## src/rtl/core/iqs_pkg.sv

```systemverilog
// Package for the iterative quicksort engine: sizes, command and status types.
// No dependencies; used by iqs_datapath, iqs_ctrl and the top level.
`default_nettype none
package iqs_pkg;

	localparam int MAX_ELEMS  = 64;
	localparam int VALUE_BITS = 32;
	localparam int IDX_W      = $clog2(MAX_ELEMS);
	localparam int CNT_W      = IDX_W + 1;
	localparam int STK_W      = 2 * IDX_W;

	typedef struct packed {
		logic load;
		logic push_root;
		logic pop;
		logic seg;
		logic pivot;
		logic rscan;
		logic lscan;
		logic finish;
		logic push2;
		logic emit_rd;
		logic emit_ld;
	} iqs_cmd_t;

	typedef struct packed {
		logic in_last;
		logic cnt_lt2;
		logic top_zero;
		logic piv_eq_right;
		logic piv_eq_left;
		logic le_r;
		logic le_l;
		logic out_taken;
		logic out_last;
	} iqs_sts_t;

endpackage
`default_nettype wire

```

## src/rtl/core/iqs_ram.sv

```systemverilog
// Generic single-write, single-read RAM with registered read data.
// No dependencies.
`default_nettype none
module iqs_ram #(
	parameter int WIDTH = 32,
	parameter int DEPTH = 64
) (
	input  wire logic                     clk,
	input  wire logic                     we,
	input  wire logic [$clog2(DEPTH)-1:0] waddr,
	input  wire logic [WIDTH-1:0]         wdata,
	input  wire logic [$clog2(DEPTH)-1:0] raddr,
	output logic      [WIDTH-1:0]         rdata
);

	logic [WIDTH-1:0] mem_q [DEPTH];
	logic [WIDTH-1:0] rdata_q;

	always_ff @(posedge clk) begin
		if (we) begin
			mem_q[waddr] <= wdata;
		end
		rdata_q <= mem_q[raddr];
	end

	assign rdata = rdata_q;

endmodule
`default_nettype wire

```

## src/rtl/core/iqs_datapath.sv

```systemverilog
// Datapath: element store, bounds stack, partition cursors, pivot compare, output register.
// Depends on iqs_pkg and iqs_ram.
`default_nettype none
module iqs_datapath (
	input  wire logic                                clk,
	input  wire logic                                arst_n,
	input  wire iqs_pkg::iqs_cmd_t                   cmd,
	output iqs_pkg::iqs_sts_t                        sts,
	input  wire logic                                s_tvalid,
	input  wire logic [iqs_pkg::VALUE_BITS-1:0]      s_tdata,
	input  wire logic                                s_tlast,
	output logic                                     m_tvalid,
	input  wire logic                                m_tready,
	output logic      [iqs_pkg::VALUE_BITS-1:0]      m_tdata,
	output logic                                     m_tlast
);

	localparam int IW = iqs_pkg::IDX_W;
	localparam int CW = iqs_pkg::CNT_W;
	localparam int VW = iqs_pkg::VALUE_BITS;

	logic [CW-1:0] cnt_q, top_q;
	logic [IW-1:0] k_q, lo_q, hi_q, piv_q, left_q, right_q;
	logic [VW-1:0] pv_q, out_data_q;
	logic          out_last_q, out_valid_q;

	logic                     st_we, sk_we;
	logic [IW-1:0]            st_waddr, st_raddr, sk_waddr, sk_raddr;
	logic [VW-1:0]            st_wdata, st_rdata;
	logic [iqs_pkg::STK_W-1:0] sk_wdata, sk_rdata;

	logic          cnt_full, cnt_lt2, top_zero, store_in;
	logic          eq_r, eq_l, le_r, le_l, push_lo_ok, push_hi_ok;
	logic [CW-1:0] cnt_m1, top_m1;

	assign cnt_full   = (cnt_q == CW'(iqs_pkg::MAX_ELEMS));
	assign cnt_lt2    = (cnt_q < CW'(2));
	assign top_zero   = (top_q == '0);
	assign cnt_m1     = cnt_q - CW'(1);
	assign top_m1     = top_q - CW'(1);
	assign store_in   = cmd.load && s_tvalid && !cnt_full;
	assign eq_r       = (piv_q == right_q);
	assign eq_l       = (piv_q == left_q);
	assign le_r       = ($signed(pv_q) <= $signed(st_rdata));
	assign le_l       = ($signed(st_rdata) <= $signed(pv_q));
	assign push_lo_ok = ({1'b0, lo_q} + CW'(1)) < {1'b0, piv_q};
	assign push_hi_ok = {1'b0, hi_q} > ({1'b0, piv_q} + CW'(1));

	always_comb begin
		st_we    = 1'b0;
		st_waddr = piv_q;
		st_wdata = pv_q;
		st_raddr = k_q;
		sk_we    = 1'b0;
		sk_waddr = top_q[IW-1:0];
		sk_wdata = {hi_q, lo_q};
		sk_raddr = top_m1[IW-1:0];
		if (store_in) begin
			st_we    = 1'b1;
			st_waddr = cnt_q[IW-1:0];
			st_wdata = s_tdata;
		end
		if (cmd.push_root && !cnt_lt2) begin
			sk_we    = 1'b1;
			sk_waddr = '0;
			sk_wdata = {cnt_m1[IW-1:0], {IW{1'b0}}};
		end
		if (cmd.seg) begin
			st_raddr = sk_rdata[IW-1:0];
		end
		if (cmd.pivot) begin
			st_raddr = right_q;
		end
		if (cmd.rscan && !eq_r) begin
			if (le_r) begin
				st_raddr = right_q - IW'(1);
			end else begin
				st_we    = 1'b1;
				st_wdata = st_rdata;
				st_raddr = left_q + IW'(1);
			end
		end
		if (cmd.lscan && !eq_l) begin
			if (le_l) begin
				st_raddr = left_q + IW'(1);
			end else begin
				st_we    = 1'b1;
				st_wdata = st_rdata;
				st_raddr = right_q - IW'(1);
			end
		end
		if (cmd.finish) begin
			st_we = 1'b1;
			if (push_lo_ok) begin
				sk_we    = 1'b1;
				sk_wdata = {piv_q - IW'(1), lo_q};
			end
		end
		if (cmd.push2 && push_hi_ok) begin
			sk_we    = 1'b1;
			sk_wdata = {hi_q, piv_q + IW'(1)};
		end
		if (cmd.emit_rd) begin
			st_raddr = k_q;
		end
	end

	iqs_ram #(.WIDTH(VW), .DEPTH(iqs_pkg::MAX_ELEMS)) u_store (
		.clk   (clk),
		.we    (st_we),
		.waddr (st_waddr),
		.wdata (st_wdata),
		.raddr (st_raddr),
		.rdata (st_rdata)
	);

	iqs_ram #(.WIDTH(iqs_pkg::STK_W), .DEPTH(iqs_pkg::MAX_ELEMS)) u_stack (
		.clk   (clk),
		.we    (sk_we),
		.waddr (sk_waddr),
		.wdata (sk_wdata),
		.raddr (sk_raddr),
		.rdata (sk_rdata)
	);

	always_ff @(posedge clk or negedge arst_n) begin
		if (!arst_n) begin
			cnt_q       <= '0;
			top_q       <= '0;
			k_q         <= '0;
			lo_q        <= '0;
			hi_q        <= '0;
			piv_q       <= '0;
			left_q      <= '0;
			right_q     <= '0;
			out_last_q  <= 1'b0;
			out_valid_q <= 1'b0;
		end else begin
			if (store_in) begin
				cnt_q <= cnt_q + CW'(1);
			end
			if (cmd.push_root && !cnt_lt2) begin
				top_q <= CW'(1);
			end
			if (cmd.pop && !top_zero) begin
				top_q <= top_m1;
			end
			if (cmd.seg) begin
				lo_q    <= sk_rdata[IW-1:0];
				hi_q    <= sk_rdata[2*IW-1:IW];
				left_q  <= sk_rdata[IW-1:0];
				piv_q   <= sk_rdata[IW-1:0];
				right_q <= sk_rdata[2*IW-1:IW];
			end
			if (cmd.rscan && !eq_r) begin
				if (le_r) begin
					right_q <= right_q - IW'(1);
				end else begin
					piv_q  <= right_q;
					left_q <= left_q + IW'(1);
				end
			end
			if (cmd.lscan && !eq_l) begin
				if (le_l) begin
					left_q <= left_q + IW'(1);
				end else begin
					piv_q   <= left_q;
					right_q <= right_q - IW'(1);
				end
			end
			if (cmd.finish && push_lo_ok) begin
				top_q <= top_q + CW'(1);
			end
			if (cmd.push2 && push_hi_ok) begin
				top_q <= top_q + CW'(1);
			end
			if (cmd.emit_ld) begin
				out_last_q  <= (({1'b0, k_q} + CW'(1)) == cnt_q);
				out_valid_q <= 1'b1;
			end
			if (out_valid_q && m_tready) begin
				out_valid_q <= 1'b0;
				if (out_last_q) begin
					k_q   <= '0;
					cnt_q <= '0;
				end else begin
					k_q <= k_q + IW'(1);
				end
			end
		end
	end

	always_ff @(posedge clk) begin
		if (cmd.pivot) begin
			pv_q <= st_rdata;
		end
		if (cmd.emit_ld) begin
			out_data_q <= st_rdata;
		end
	end

	always_comb begin
		sts.in_last      = s_tvalid && s_tlast;
		sts.cnt_lt2      = cnt_lt2;
		sts.top_zero     = top_zero;
		sts.piv_eq_right = eq_r;
		sts.piv_eq_left  = eq_l;
		sts.le_r         = le_r;
		sts.le_l         = le_l;
		sts.out_taken    = out_valid_q && m_tready;
		sts.out_last     = out_last_q;
	end

	assign m_tvalid = out_valid_q;
	assign m_tdata  = out_data_q;
	assign m_tlast  = out_last_q;

endmodule
`default_nettype wire

```

## src/rtl/core/iqs_ctrl.sv

```systemverilog
// Controller state machine: load, partition sequencing, stack pops and pushes, emit.
// Depends on iqs_pkg.
`default_nettype none
module iqs_ctrl (
	input  wire logic              clk,
	input  wire logic              arst_n,
	input  wire iqs_pkg::iqs_sts_t sts,
	output iqs_pkg::iqs_cmd_t      cmd
);

	typedef enum logic [3:0] {
		LOAD, SORT_START, POP, SEG, PIVOT, RSCAN, LSCAN,
		FINISH, PUSH2, EMIT_RD, EMIT_LD, EMIT_WAIT
	} state_t;

	state_t state_q;

	always_ff @(posedge clk or negedge arst_n) begin
		if (!arst_n) begin
			state_q <= LOAD;
		end else begin
			case (state_q)
				LOAD: begin
					if (sts.in_last) state_q <= SORT_START;
				end
				SORT_START: begin
					state_q <= sts.cnt_lt2 ? EMIT_RD : POP;
				end
				POP: begin
					state_q <= sts.top_zero ? EMIT_RD : SEG;
				end
				SEG:    state_q <= PIVOT;
				PIVOT:  state_q <= RSCAN;
				RSCAN: begin
					if (sts.piv_eq_right) state_q <= FINISH;
					else if (!sts.le_r)   state_q <= LSCAN;
				end
				LSCAN: begin
					if (sts.piv_eq_left) state_q <= FINISH;
					else if (!sts.le_l)  state_q <= RSCAN;
				end
				FINISH:  state_q <= PUSH2;
				PUSH2:   state_q <= POP;
				EMIT_RD: state_q <= EMIT_LD;
				EMIT_LD: state_q <= EMIT_WAIT;
				EMIT_WAIT: begin
					if (sts.out_taken) state_q <= sts.out_last ? LOAD : EMIT_RD;
				end
				default: state_q <= LOAD;
			endcase
		end
	end

	always_comb begin
		cmd           = '0;
		cmd.load      = (state_q == LOAD);
		cmd.push_root = (state_q == SORT_START);
		cmd.pop       = (state_q == POP);
		cmd.seg       = (state_q == SEG);
		cmd.pivot     = (state_q == PIVOT);
		cmd.rscan     = (state_q == RSCAN);
		cmd.lscan     = (state_q == LSCAN);
		cmd.finish    = (state_q == FINISH);
		cmd.push2     = (state_q == PUSH2);
		cmd.emit_rd   = (state_q == EMIT_RD);
		cmd.emit_ld   = (state_q == EMIT_LD);
	end

endmodule
`default_nettype wire

```

## src/rtl/core/iterative_quicksort_engine.sv

```systemverilog
// Top level of the iterative quicksort engine: controller plus datapath.
// Depends on iqs_pkg, iqs_ctrl, iqs_datapath (and iqs_ram through it).
//
//   channel  dir  payload                                  request
//   s_*      in   tdata[31:0] value, tlast is_last         one element
//   m_*      out  tdata[31:0] sorted_value, tlast final    one sorted element
//
// Load takes one request per cycle into the element store (64 deep).
// Sort: each partition steps through pop, bounds read, pivot read, the scan steps, finish
// and second push; the scan steps compare against the single store read port.
// Emit: read, load and wait per result via the registered store read; m_tready stalls hold.
// Reset clears all control state; no clearing pass, store contents need none.
`default_nettype none
module iterative_quicksort_engine (
	input  wire logic        clk,
	input  wire logic        arst_n,
	input  wire logic        s_tvalid,
	output logic             s_tready,
	input  wire logic [31:0] s_tdata,   // [31:0] value
	input  wire logic        s_tlast,   // is_last
	output logic             m_tvalid,
	input  wire logic        m_tready,
	output logic      [31:0] m_tdata,   // [31:0] sorted_value
	output logic             m_tlast    // final_flag
);

	iqs_pkg::iqs_cmd_t cmd;
	iqs_pkg::iqs_sts_t sts;

	iqs_ctrl u_ctrl (
		.clk    (clk),
		.arst_n (arst_n),
		.sts    (sts),
		.cmd    (cmd)
	);

	iqs_datapath u_dp (
		.clk      (clk),
		.arst_n   (arst_n),
		.cmd      (cmd),
		.sts      (sts),
		.s_tvalid (s_tvalid),
		.s_tdata  (s_tdata),
		.s_tlast  (s_tlast),
		.m_tvalid (m_tvalid),
		.m_tready (m_tready),
		.m_tdata  (m_tdata),
		.m_tlast  (m_tlast)
	);

	assign s_tready = cmd.load;

`ifndef NO_ASSERTIONS
	a_no_overlap: assert property (@(posedge clk) disable iff (!arst_n)
		!(s_tready && m_tvalid))
		else $error("load and emit overlap");

	a_last_stops_load: assert property (@(posedge clk) disable iff (!arst_n)
		s_tvalid && s_tready && s_tlast |=> !s_tready)
		else $error("load continues after last request");

	a_final_reopens: assert property (@(posedge clk) disable iff (!arst_n)
		m_tvalid && m_tready && m_tlast |=> s_tready)
		else $error("load not reopened after final result");

	a_sort_cmd_onehot: assert property (@(posedge clk) disable iff (!arst_n)
		$onehot0({cmd.pop, cmd.rscan, cmd.lscan, cmd.finish, cmd.push2}))
		else $error("conflicting sort commands");
`endif

endmodule
`default_nettype wire
```

## config.mk

```make
export PLATFORM = sky130hd
export DESIGN_NAME = iterative_quicksort_engine
export DESIGN_NICKNAME = d
export VERILOG_FILES = /design/src/rtl/core/iqs_pkg.sv /design/src/rtl/core/iqs_ram.sv /design/src/rtl/core/iqs_datapath.sv /design/src/rtl/core/iqs_ctrl.sv /design/src/rtl/core/iterative_quicksort_engine.sv
export SDC_FILE = /design/constraint.sdc
export NUM_CORES = 2
export LEC_CHECK = 0
export ABC_AREA = 1
export BUFFER_PORTS_ARGS = -buffer_cell sky130_fd_sc_hd__buf_2
export CORE_MARGIN = 2
export CORE_UTILIZATION = 30
export CTS_CLUSTER_DIAMETER = 200
export DETAILED_ROUTE_END_ITERATION = 7
export HOLD_SLACK_MARGIN = 0.1
export RECOVER_POWER = 50
export SETUP_SLACK_MARGIN = 0.15
export SLEW_MARGIN = 20
export SYNTH_ARGS = -nofsm -noshare
export SYNTH_HDL_FRONTEND = slang
export SYNTH_SLANG_ARGS = --single-unit
```

## constraint.sdc

```tcl
create_clock -name clk -period 5.6 [get_ports clk]
set_input_delay 0.56 -clock clk [delete_from_list [all_inputs] [get_ports clk]]
set_output_delay 0.56 -clock clk [all_outputs]
set_load 0.02 [all_outputs]
```

[Yosys cells after proc, flatten, opt, wreduce, memory -nomap -nowiden]
Memories as Yosys holds them, arrays and structs flattened. A register that Yosys moved wholly into a read port is not among the register bits.
Cells that the tools add are included.
Storage, ports and cells
  register bits: 120
  RAM bits: 2816
  input bits: 37
  output and inout port bits: 35
  logic and storage cells: 138
  memories kept: 2
Memory list
  u_dp.u_store.mem_q: depth 64, width 32, read ports 1, clocked after memory_dff 1, write ports 1, RTL line iqs_ram.sv:16  | logic [WIDTH-1:0] mem_q [DEPTH];
  u_dp.u_stack.mem_q: depth 64, width 12, read ports 1, clocked after memory_dff 1, write ports 1, RTL line iqs_ram.sv:16
Operators by class
  $add $sub $neg: 12
  order comparisons: 5
  equality and inequality tests: 19
  mux-type cells: 67
  reduce and logical (&&, ||, !) cells: 20
Operators with widths (count)
  2-to-1 mux 32 bit: 5
  2-to-1 mux 6 bit: 25
  <= comparator 32 bit: 2
  2-to-1 mux 7 bit: 7
  2-to-1 mux 12 bit: 4
  one-hot mux 4 bit (12 select lines): 1
  2-to-1 mux 4 bit: 9
  adder 6 x 1 -> 7 bit, second input constant: 3
  adder 6 x 1 -> 6 bit, second input constant: 3
  subtractor 6 x 1 -> 6 bit, second input constant: 3
  == test 4 x 3 -> 1 bit, second input constant: 4
  == test 4 bit, second input constant: 4
  2-to-1 mux 1 bit: 16
  adder 7 x 1 -> 7 bit, second input constant: 2
  == test 6 bit: 2
  logical AND 1 bit: 10
  == test 4 x 2 -> 1 bit, second input constant: 2
  == test 7 bit: 1
  == test 7 bit, second input constant: 1
  > comparator 6 x 7 -> 1 bit: 1
  logical NOT 7 bit: 1
  < comparator 7 x 2 -> 1 bit, second input constant: 1
  < comparator 7 x 6 -> 1 bit: 1
  subtractor 7 x 1 -> 7 bit, second input constant: 1
  9 further kinds: 14

[Depth between registers and ports, before layout]
  depth after elaboration: 11
  depth in mapped cells: 30
  mapped depth without buffers: 28

[Cells and area by module]
A second synthesis with hierarchy kept.
Unflattened totals
  cells, all modules: 10513
  area, all modules: 123058.0 um^2
Modules (own cells, without submodules)
  iqs_ram at u_dp.u_store: instances 1, cells each 6769, area an instance 82738.1 um^2, sequential area each 62139.6 um^2
  iqs_ram at u_dp.u_stack: instances 1, cells each 2661, area an instance 31675.4 um^2, sequential area each 23302.3 um^2
  iqs_datapath: instances 1, cells each 999, area an instance 8179.1 um^2, sequential area each 3223.1 um^2
  iqs_ctrl: instances 1, cells each 84, area an instance 465.4 um^2, sequential area each 100.1 um^2

[Least setup slack after synthesis]
OpenSTA, ideal clock, no wires.
  path type: reg-to-reg
  start point: reg u_dp.piv_q[0]
  end point: mem u_dp.u_stack.mem_q[0][0] (netlist name), data pin
  setup time: 0.702 ns
  arrival: 4.941 ns
  data required time: 4.898 ns
  slack: -0.043 ns
  stages on the path, launching flop included: 14
  buffers on the path: 2
  period minus slack after synthesis: 5.643 ns
  path through: dfrtp_1 > ha_1 > nand2_1 > inv_1 > nand3_1 > nand2_1 > ha_1 > inv_1 > o31ai_1 > a21oi_1 > or4_1 > clkbuf_1 > clkbuf_1 > o21ai_0
On the way
  word-level cells in the longest chain between the ends: 4
  elaborated cells between the ends (all ways): 8
  classes of those cells: add/sub: 2; order compare: 2; mux: 3; reduce/logical: 1
Ends and longest elaborated chain
  start: declaration: RTL line iqs_datapath.sv:23  | logic [IW-1:0] k_q, lo_q, hi_q, piv_q, left_q, right_q;
  start signal: assignment: RTL line iqs_datapath.sv:152  | piv_q <= sk_rdata[IW-1:0];
  start signal: assignment: RTL line iqs_datapath.sv:159  | piv_q <= right_q;
  start signal: assignment: RTL line iqs_datapath.sv:167  | piv_q <= left_q;
  adder 6 x 1 -> 7 bit / < comparator 7 x 6 -> 1 bit (equally long branches): RTL line iqs_datapath.sv:47, iqs_datapath.sv:46
  > comparator 6 x 7 -> 1 bit / 2-to-1 mux 12 bit (equally long branches): RTL line iqs_datapath.sv:47, iqs_datapath.sv:94
  logical AND 1 bit / 2-to-1 mux 12 bit (equally long branches): RTL line iqs_datapath.sv:99, iqs_datapath.sv:92
  2-to-1 mux 12 bit (*): RTL line iqs_datapath.sv:99  | if (cmd.push2 && push_hi_ok) begin
  net u_dp.sk_wdata (one bit): RTL line iqs_datapath.sv:30  | logic [iqs_pkg::STK_W-1:0] sk_wdata, sk_rdata;
  end: declaration: RTL line iqs_ram.sv:16
Mark *: on every way through the listed nets, which the timed path passes. The rest lies on a longest branch.

[Worst setup path after layout]
  start point: reg u_dp.u_store.rdata_q[28] (netlist: u_dp.u_store.rdata[28]), read port of u_dp.u_store.mem_q
  end point: mem u_dp.u_store.mem_q[21][27] (enable)
On the way
  word-level cells in the longest chain between the ends: 8
  elaborated cells between the ends (all ways): 9
  classes of those cells: order compare: 2; mux: 7
Ends and longest elaborated chain
  start: declaration: RTL line iqs_ram.sv:17  | logic [WIDTH-1:0] rdata_q;
  <= comparator 32 bit: RTL line iqs_datapath.sv:44  | assign le_r = ($signed(pv_q) <= $signed(st_rdata));
  2-to-1 mux 1 bit: RTL line iqs_datapath.sv:75  | if (le_r) begin
  2-to-1 mux 1 bit: RTL line iqs_datapath.sv:74  | if (cmd.rscan && !eq_r) begin
  2-to-1 mux 1 bit: RTL line iqs_datapath.sv:84  | if (le_l) begin
  2-to-1 mux 1 bit (*): RTL line iqs_datapath.sv:83  | if (cmd.lscan && !eq_l) begin
  2-to-1 mux 1 bit (*): RTL line iqs_datapath.sv:92  | if (cmd.finish) begin
  2-to-1 mux 1 bit (*): RTL line iqs_ram.sv:20  | if (we) begin
  2-to-1 mux 1 bit (not written as such) (*): RTL line iqs_ram.sv:21  | mem_q[waddr] <= wdata;
  end: declaration: RTL line iqs_ram.sv:16
Every way passes the cells marked *; elsewhere a longest branch is shown, timed or not.

==> impl_metrics.env <==
export IMPL_status="finished with violations"
export IMPL_violations="design-rule violations, max-capacitance violations, max-slew violations"
export IMPL_cts_tree="yes"
export IMPL_io_pins=72
export IMPL_worstSetupEndpointType="flop"
export IMPL_fin_crit_sh=0.963
export IMPL_grt_max_degree=144
export IMPL_drtIter0Drc=10900
export IMPL_place_hpwl_mm=219
export IMPL_fp_dieW_um=661
export IMPL_clock_path_buffers=4
export IMPL_yosysSeqAreaShare=0.686
export IMPL_finalHoldViolCount=0
export IMPL_track_usage=0.172
export IMPL_vias_per_cell=5.07
export IMPL_drive_gt1_frac=0.0910
export IMPL_clkTransAtPathRegs_ns=0.06
export IMPL_crit_type="reg2reg"
export IMPL_gr_total_overflow=0
export IMPL_drc=4
export IMPL_grt_pass1_vias=82300
export IMPL_final_antenna_net_count=0
export IMPL_wl_mm=390
export IMPL_cp_required_ns=6.06
export IMPL_initial_utilization=0.301
export IMPL_timing_fmax_mhz=185
export IMPL_die_area_sq_um=437000
export IMPL_synth_seq_cells=2980
export IMPL_yosys_most_used_dff="edfxtp_1"
export IMPL_synth_cells=11200
export IMPL_synth_area_sq_um=129000
export IMPL_start_kind="flop"
export IMPL_final_nets=11400
export IMPL_tightestPinTransition_ns=4.02
export IMPL_h_tree_depth=5
export IMPL_syn_num_nets=11300
export IMPL_post_cts_buffers=0
export IMPL_cts_buffers=325
export IMPL_synth_edf_count=2880
export IMPL_vias=87500
export IMPL_grt_pass1_wl_mm=566
export IMPL_synth_area_leaders="edfxtp_1 (67%), nand3_1 (9.0%), nand3b_1 (4.4%), nand2_1 (4.3%), inv_1 (3.9%)"
export IMPL_worstPathArrival_ns=5.85
export IMPL_ys_types=49
export IMPL_cts_root_buf="clkbuf_16"
export IMPL_clock_latency_ns=0.96
export IMPL_antenna_found_initial=10
export IMPL_firstDrtPassIters=8
export IMPL_cap_viol_max_count=21
export IMPL_hold_ws_ns=0.295
export IMPL_maxSlewHeadroom=-1.68
export IMPL_gp_congestion=0.873
export IMPL_core_area_sq_um=430000
export IMPL_rows=241
export IMPL_synth_top_cell_area_share=0.668
export IMPL_wl_per_cell_um=22.6
export IMPL_yosysWarnings=0
export IMPL_syn_to_final_growth_pct=15.7
export IMPL_cts_sinks=2980
export IMPL_rsz0062_at_grt="no"
export IMPL_io_buffers=71
export IMPL_hp_class="in2reg"
export IMPL_netlist_top_cell_by_area="edfxtp_1"
export IMPL_final_max_slew_viol_count=1015
export IMPL_yosysMostFrequentCell="edfxtp_1"
export IMPL_die_h_um=661
export IMPL_fin_crit_ns=5.39
export IMPL_avgSynthCellArea_sq_um=11.6
export IMPL_ys_async_sr_fraction=0.0188
export IMPL_path_max_fanout=18
export IMPL_final_util=0.348
export IMPL_synth_common_cells="edfxtp_1 (2,880), nand3_1 (2,319), nand2_1 (1,480), inv_1 (1,355), nand3b_1 (766)"
export IMPL_finClkSkew_ns=0.131
export IMPL_setup_viol=0
area by class of cell:
class | count | area [sq um]
Fill cell | 41900 | 281000
Sequential cell | 2980 | 88800
Multi-Input combinational cell | 6068 | 32900
Clock buffer | 433 | 8840
Tap cell | 5710 | 7140
Timing Repair Buffer | 544 | 5350
Inverter | 1378 | 5220
Clock inverter | 157 | 1550
Antenna cell | 2 | 5.00
placed cells by master (no fill, tap or decap), types with 22 or more instances in the layout:
master	n
nand2_1	1479
xor2_1	34
clkbuf_2	29
clkinv_2	51
dfxtp_1	44
nand3_1	2319
mux2i_1	131
o221ai_1	138
buf_4	242
buf_2	39
ha_1	54
o211ai_1	64
o32ai_1	61
dfrtp_1	56
buf_12	137
nand3b_1	766
clkbuf_4	22
nor2_1	534
clkinv_1	59
o21ai_0	292
edfxtp_1	2880
clkbuf_1	159
inv_2	33
nor2_4	30
clkbuf_16	331
a31oi_4	30
a21oi_1	32
inv_1	1331
bufinv_16	22
kinds of logic (layout without fill, tap and decap cells):
family	Yosys count	count (layout)	share of synthesized area
muxes	133	133	0.0103
AOI/OAI and AO/OA	658	658	0.0332
buffers and inverters	2117	2512	0.0665
xor gates and xnor gates	40	40	0.00271
and+or+nand+nor	5182	5182	0.196
adders and majority gates	55	55	0.00532
DFF	2980	2980	0.686
other	0	2	0
state kept, by name, summed over array words and instances, names as in the netlist:
signal	count
u_dp.u_stack.mem_q	768
u_dp.hi_q	6
u_dp.m_tvalid	1
u_dp.piv_q	6
u_dp.cnt_q	7
u_dp.left_q	6
u_dp.u_store.mem_q	2048
u_dp.k_q	6
u_ctrl.state_q	4
u_dp.u_store.rdata	32
u_dp.m_tdata	32
u_dp.m_tlast	1
u_dp.lo_q	6
u_dp.top_q	7
u_dp.right_q	6
u_dp.pv_q	32
u_dp.u_stack.rdata	12
worst max-delay path, cell delays in order (launching register included):
cell and delay, ns:
dfxtp_1 0.30, clkbuf_1 0.64, ha_1 0.36, nand2_1 0.18
nor2_1 0.08, nand2_1 0.13, inv_1 0.09, a21oi_1 0.20
nand3_1 0.15, nand2_1 0.12, nand2_1 0.19, nor2_1 0.28
inv_1 0.12, nand2_1 0.09, clkinvlp_2 0.14, nand2_1 0.09
clkbuf_2 0.38, nand2_1 0.30, nor2_1 0.22, clkbuf_2 0.79
worst paths after layout:
| kind | startpoint | end | slack [ns] | cells past startpoint |
|---|---|---|---|---|
| max | u_dp.u_store.rdata[28] | u_dp.u_store.mem_q[21][27] | 0.21 | 19 |
| min | s_tvalid | u_ctrl.state_q[3] | 0.29 | 7 |
| max reg2reg | u_dp.u_store.rdata[28] | u_dp.u_store.mem_q[21][27] | 0.21 | 19 |
| min reg2reg | u_dp.u_stack.rdata[10] | u_dp.hi_q[4] | 0.48 | 2 |
| max in group asynchronous | arst_n | u_dp.top_q[0] | 1.94 | 3 |
| min in group asynchronous | arst_n | u_dp.cnt_q[4] | 1.57 | 3 |
per-stage QoR:
stage	TNS, ns	cell area, sq um	instances	worst slack (ns)
final	0	150000	17300	0.209
after global routing	0	150000	17300	0.106
after CTS	0	151000	17300	0.345
after detailed placement	0	140000	16700	0.372
after global placement	0	140000	16700	0.297
after floorplan	-16.59	129000	11200	-0.0432
repair_timing:
| item | 4_1_cts | 5_1_grt |
|---|---|---|
| resized for setup | 0 | 1 |
| hold buffers | 1 | 0 |
| setup endpoints to repair | 0 | 1 |
| endpoints found under the hold margin | 56 | 0 |
routing by layer:
metal | GRT usage | routed length, um | part of all wire
met5 | 0 | 16 | 0.000041
met1 | 0.232 | 160000 | 0.41
met2 | 0.281 | 183000 | 0.47
met4 | 0.0708 | 17800 | 0.046
met3 | 0.0227 | 30200 | 0.077
Power is left out: the tool's default activity adds up to more than one toggle a clock period on the data nets, which glitch-free logic cannot reach.
